==> config.mk <==
export PLATFORM = sky130hd
export DESIGN_NAME = swmt_evt
export DESIGN_NICKNAME = d
export VERILOG_FILES = /design/src/rtl/swmt_pkg.sv /design/src/rtl/swmt_evt.sv
export SDC_FILE = /design/constraint.sdc
export NUM_CORES = 1
export LEC_CHECK = 0
export ABC_AREA = 1
export BUFFER_PORTS_ARGS = -buffer_cell sky130_fd_sc_hd__buf_2
export CORE_ASPECT_RATIO = 1.4
export CORE_MARGIN = 2
export CORE_UTILIZATION = 49
export DETAILED_ROUTE_END_ITERATION = 16
export PLACE_DENSITY_LB_ADDON = 0.05
export REMOVE_ABC_BUFFERS = 1
export SLEW_MARGIN = 20
export SYNTH_ARGS = -nofsm -noshare
export SYNTH_HDL_FRONTEND = slang
export SYNTH_SLANG_ARGS = --single-unit
==> constraint.sdc <==
create_clock -name vclk -period 2.3
set_input_delay 0.115 -clock vclk [all_inputs]
set_output_delay 0.115 -clock vclk [all_outputs]
set_load 0.02 [all_outputs]
==> src/rtl/swmt_pkg.sv <==
package swmt_pkg;

    // Fixed field widths of the stream payloads
    localparam int unsigned FIELD_TIME_W = 48;
    localparam int unsigned CNT_W        = 9;
    localparam int unsigned THR_W        = 9;
    localparam int unsigned WIN_W        = 16;
    localparam int unsigned DT_W         = 24;
    localparam int unsigned IN_TDATA_W   = 48;
    localparam int unsigned OUT_TDATA_W  = 112;
    localparam int unsigned CFG_IDX_W    = 2;
    localparam int unsigned CFG_DATA_W   = 24;

    // Register indexes
    localparam logic [CFG_IDX_W-1:0] CFG_HIT_THRESHOLD  = 2'd0;
    localparam logic [CFG_IDX_W-1:0] CFG_WINDOW_LENGTH  = 2'd1;
    localparam logic [CFG_IDX_W-1:0] CFG_SHORT_DEADTIME = 2'd2;
    localparam logic [CFG_IDX_W-1:0] CFG_LONG_DEADTIME  = 2'd3;

    // Register reset values
    localparam logic [THR_W-1:0] RST_HIT_THRESHOLD  = 9'd60;
    localparam logic [WIN_W-1:0] RST_WINDOW_LENGTH  = 16'd200;
    localparam logic [DT_W-1:0]  RST_SHORT_DEADTIME = 24'd35000;
    localparam logic [DT_W-1:0]  RST_LONG_DEADTIME  = 24'd535000;

    // Largest reportable hit count
    localparam logic [CNT_W-1:0] CNT_MAX = 9'd511;

    typedef enum logic [1:0] {
        S_IDLE,
        S_CHK,
        S_WR
    } t_state;

    // Port-width result fields built for one trigger
    typedef struct packed {
        logic [FIELD_TIME_W-1:0] gap;
        logic [CNT_W-1:0]        cnt;
    } t_evt;

endpackage

==> src/rtl/swmt_evt.sv <==
module swmt_evt #(
    parameter int unsigned TIME_BITS = 48,
    parameter int unsigned FILL_BITS = 9
) (
    input  logic [TIME_BITS-1:0]        i_start,
    input  logic [FILL_BITS-1:0]        i_fill,
    input  logic                        i_long,
    input  logic [swmt_pkg::DT_W-1:0]   i_long_dt,
    input  logic [swmt_pkg::DT_W-1:0]   i_short_dt,
    input  logic [TIME_BITS-1:0]        i_last_end,
    input  logic                        i_last_valid,
    output logic [TIME_BITS-1:0]        o_end,
    output swmt_pkg::t_evt              o_evt
);

    localparam int unsigned CW = (FILL_BITS > swmt_pkg::CNT_W) ? FILL_BITS : swmt_pkg::CNT_W;

    logic [TIME_BITS:0]   end_sum;
    logic [TIME_BITS-1:0] gap_full;
    logic [CW-1:0]        fill_ext;

    always_comb begin
        // end of event, pinned at the largest time on overflow
        end_sum = {1'b0, i_start}
                + (TIME_BITS+1)'(i_long ? i_long_dt : i_short_dt);
        o_end   = end_sum[TIME_BITS] ? '1 : end_sum[TIME_BITS-1:0];

        if (i_last_valid && (i_start >= i_last_end)) begin
            gap_full = i_start - i_last_end;
        end else begin
            gap_full = '1;
        end
        o_evt.gap = swmt_pkg::FIELD_TIME_W'(gap_full);

        fill_ext  = CW'(i_fill);
        o_evt.cnt = (fill_ext > CW'(swmt_pkg::CNT_MAX)) ? swmt_pkg::CNT_MAX
                                                        : swmt_pkg::CNT_W'(fill_ext);
    end

endmodule

==> metrics.md, run 1 <==
| Metric | Value |
|---|---|
| Post-GRT worst EP | o_end[37] |
| Die height | 154 um |
| Post-Syn Instances | 1679 |
| Port Buf Inserts | 242 |
| Die X | 111 um |
| Error | [ERROR GRT-0232] Routing congestion too high. Check the congestion heatmap in the GUI. |
| Netlist Area Pre-Place | 0.00792 mm2 |
| Post-Syn Area per Cell | 4.71 um2 |
| Stage reached | global routing |
| Yosys warns | 0 |
| Cell Rows | 55 |
| Status | stopped before the end |
| Seq/Total Area, Yosys | 0% |
| Remaining Overflow, GRT | 118 |
| Synth cell types | 30 |
| Gr usage total | 73.4% |
| RePlAce Congestion | 1.06 |
| Initial Utilization | 49.6% |
| Largest net degree at the start of global routing | 16 |
| # IOs | 260 |
| DP Wirelength | 32.3 mm |
| Worst EP Category | top-level output |
-- routing by layer --
layer	GRT usage [%]	GRT overflow
met1	69.7	4
met2	93.8	56
met3	55.9	0
met4	78.4	58
met5	19.4	0
-- stage by stage --
stage	instances	util (%)	worst slack, ns	area, um2
4_1_cts	2328	78.6	-0.0760	12500
3_3_place_gp	2309	68.2	-0.440	10900
2_1_floorplan	1658	-	-0.133	7800
3_5_place_dp	2309	68.2	-0.454	10900
-- kinds of logic after synthesis --
family / share of synthesized area, %
simple gates: 54.0
buf+inv: 20.2
compound gates: 5.64
fa+ha+maj: 11.9
xor+xnor: 4.87
mux: 3.41
-- what timing repair did --
action | CTS
buffers inserted | 15
resized for setup | 399
endpoints found under the hold margin | 0
hold buffers | 0
cloned | 4
pin swaps | 31
endpoints found under the setup margin | 95
-- cells in the mapped netlist (all sizes together) --
cell	count	share of area (%)
nor4	2	0.16
nand3b	3	0.28
clkbuf	12	0.57
nand2	692	33
or2	9	0.71
xor2	13	1.4
o21bai	5	0.47
nor3b	2	0.19
inv	395	19
xnor2	31	3.4
fa	2	0.51
mux2	24	3.4
nand3	122	7.7
and2	1	0.079
o21a	1	0.095
a21oi	59	3.7
a21o	1	0.095
o21ai	18	1.1
nand4	32	2.5
a31o	1	0.11
ha	72	11
nor3	18	1.1
buf	9	0.93
nor2	155	7.8
==> inputs of run 2 (changes only) <==
- CORE_ASPECT_RATIO: 1.4 -> not set
- CORE_UTILIZATION: 49 -> 35
- PLACE_DENSITY_LB_ADDON: 0.05 -> 0.15
- clock period: 2.3 -> 3 ns (I/O delays scaled with it)
==> metrics.md, run 2 <==
| Metric | Value |
|---|---|
| Synth top area share | 32.0% (unchanged) |
| Mean routed wirelength per cell | 15.5 um |
| Hold Crit Depth | 0 |
| Seq/Total Area, Yosys | 0% (unchanged) |
| Largest net degree at the start of global routing | 29 |
| DP Wirelength | 31.1 mm (-3.7%) |
| Cell Rows | 55 (unchanged) |
| Sum Neg Setup Slack | 0 ns |
| Gr usage total | 27.6% |
| CP required | 2.85 ns |
| Core area | 0.0224 mm2 |
| Clk_buf instances | 0 |
| Initial antenna violation count | 2 |
| Min Tclk post-route | 2.83 ns |
| Synth cell types | 30 (unchanged) |
| Die Footprint | 0.0238 mm2 |
| Layout cells sized above 1 | 17.7% |
| DR vias/cell | 4.83 |
| Area contributors post-synth | nand2_1, inv_1, ha_1, nand3_1, nor2_1 |
| First-pass GRT wire length | 51.8 mm |
| Post-Syn Area per Cell | 4.71 um2 (unchanged) |
| Status | completed |
| Worst min-delay path startpoint | i_fill[0] |
| Top cells by count, synth | nand2_1, inv_1, nor2_1, nand3_1, ha_1 |
| WS Path Type | in -> out |
| Vias in the first global route | 9904 |
| FF/Latch Area | 0 um2 |
| Max-capacitance violation count | 0 |
| CP max FO | 7 |
| Power Total | 2.13 mW |
| Final cell count without fillers | 2210 |
| Commonest non-fill, non-tap cell in the layout | nand2_1 |
| Final worst-path cycle share | 94.4% |
| Max Freq | 353 MHz |
| Static Leak | 6.11 nW |
| Most frequent cells in the layout | nand2_1, inv_1, buf_2 |
| Pins Over Slew Limit | 0 |
| Placed Cells | 2209 (-4.3%) |
| PwrDens | 221 mW/mm2 |
| Port Buf Inserts | 242 (unchanged) |
| Crit path launch type | primary input |
| Post-layout net count | 2155 |
| Post-Syn Instances | 1679 (unchanged) |
| Worst Path Arrival | 2.68 ns |
| Die X | 154 um (+39%) |
| Yosys top cell by area | nand2_1 |
| Drt drc | 0 |
| Fillers | 2691 |
| RSZ-0062 raised after global routing | no |
| Seq cells | 0 |
| Post-CTS setup repair buffer count | 0 (-15) |
| RePlAce Congestion | 1.02 (-4.1%) |
| 1st-iter DRT viols | 758 |
| Routed vias | 10667 |
| Routed WL | 34.3 mm |
| Antenna Nets Post-Route | 0 |
| Max-slew headroom | 63.8% |
| Initial Utilization | 35.3% (-14 points) |
| # setup viols final | 0 |
| First drt pass iteration count | 5 |
| Die height | 154 um (unchanged) |
| Remaining Overflow, GRT | 0 |
| Yosys warns | 0 (unchanged) |
| IR drop worst, VDD | 0.0992 mV |
| Netlist Area Pre-Place | 0.00792 mm2 (unchanged) |
| CP Capture Type | primary output |
| Hold EP | o_evt[0] |
| # IOs | 260 (unchanged) |
| Worst Tran Pin Value | 0.538 ns |
| Hold Crit Class | in -> out |
| Final Hold Fails | 0 |
| Most frequent cell after synthesis | nand2_1 |
| Synth-to-layout area growth | 21.8% |
-- run 2: cell counts after synthesis --
Identical to the previous run, type by type.
-- run 2: how the worst max path moves through the flow --
stage / from / endpoint / slack (ns)
after global placement: i_long / o_end[14] / 0.11
final: i_long / o_end[15] / 0.17
after floorplan: i_long / o_end[2] / 0.50
after detailed placement: i_long / o_end[41] / 0.05
after CTS: i_long / o_end[41] / 0.05
after global routing: i_long / o_end[35] / 0.02
-- run 2: routing by layer --
metal,vias up,GRT usage (%),wire [um]
met3,53,1.51,2170
li1,5551,-,-
met1,4706,37.7,15500
met5,-,0,13
met4,2,7.72,1100
met2,355,47.1,15500
-- run 2: worst max-delay path, cell delays in order --
cell and delay [ns]:
clkbuf_4 0.18, buf_4 0.17, mux2_2 0.34, ha_1 0.35, a21oi_1 0.28, o21ai_0 0.18
inv_1 0.09, nand2_1 0.06, inv_1 0.05, o21ai_0 0.07, buf_4 0.17, xor2_1 0.16
or2_2 0.28, buf_2 0.16
-- run 2: kinds of logic after synthesis --
logic type | synth area share, %
buffers and inverters | 20.2
AO/OA/AOI/OAI | 5.64
multiplexers | 3.41
adder cells (fa/ha/maj) | 11.9
AND/OR/NAND/NOR | 54.0
XOR/XNOR | 4.87
-- run 2: cell type report --
type,instances,area (um2),share of cell area [%]
Tap cell,285,357,3.70
Multi-Input combinational cell,1263,6360,66.0
Inverter,395,1490,15.4
Antenna cell,1,2.50,0.0260
Timing Repair Buffer,266,1440,14.9
-- run 2: power breakdown --
group / total [mW] / internal (mW) / switching (mW)
clock: 0.0000000445 / 0.0000000445 / 0
sequential: 0 / 0 / 0
combinational: 2.13 / 0.739 / 1.39
total: 2.13 / 0.739 / 1.39
-- run 2: repair_timing --
action / in CTS / in global routing
resized for setup: 0 / 17
hold buffers: 0 / 0
setup endpoints to repair: 0 / 44
-- run 2: per-stage QoR --
stage	hold slack [ns]	cell area, um2	setup WS (ns)	utilization [%]
2_1_floorplan	0.300	7800	0.497	-
3_3_place_gp	0.300	9580	0.109	42.7
3_5_place_dp	0.300	9580	0.0522	42.7
4_1_cts	0.300	9580	0.0464	42.7
5_1_grt	0.300	9640	0.0209	43.0
6_report	0.300	9640	0.169	43.0
No activity file was read; power rests on OpenSTA's default activity.
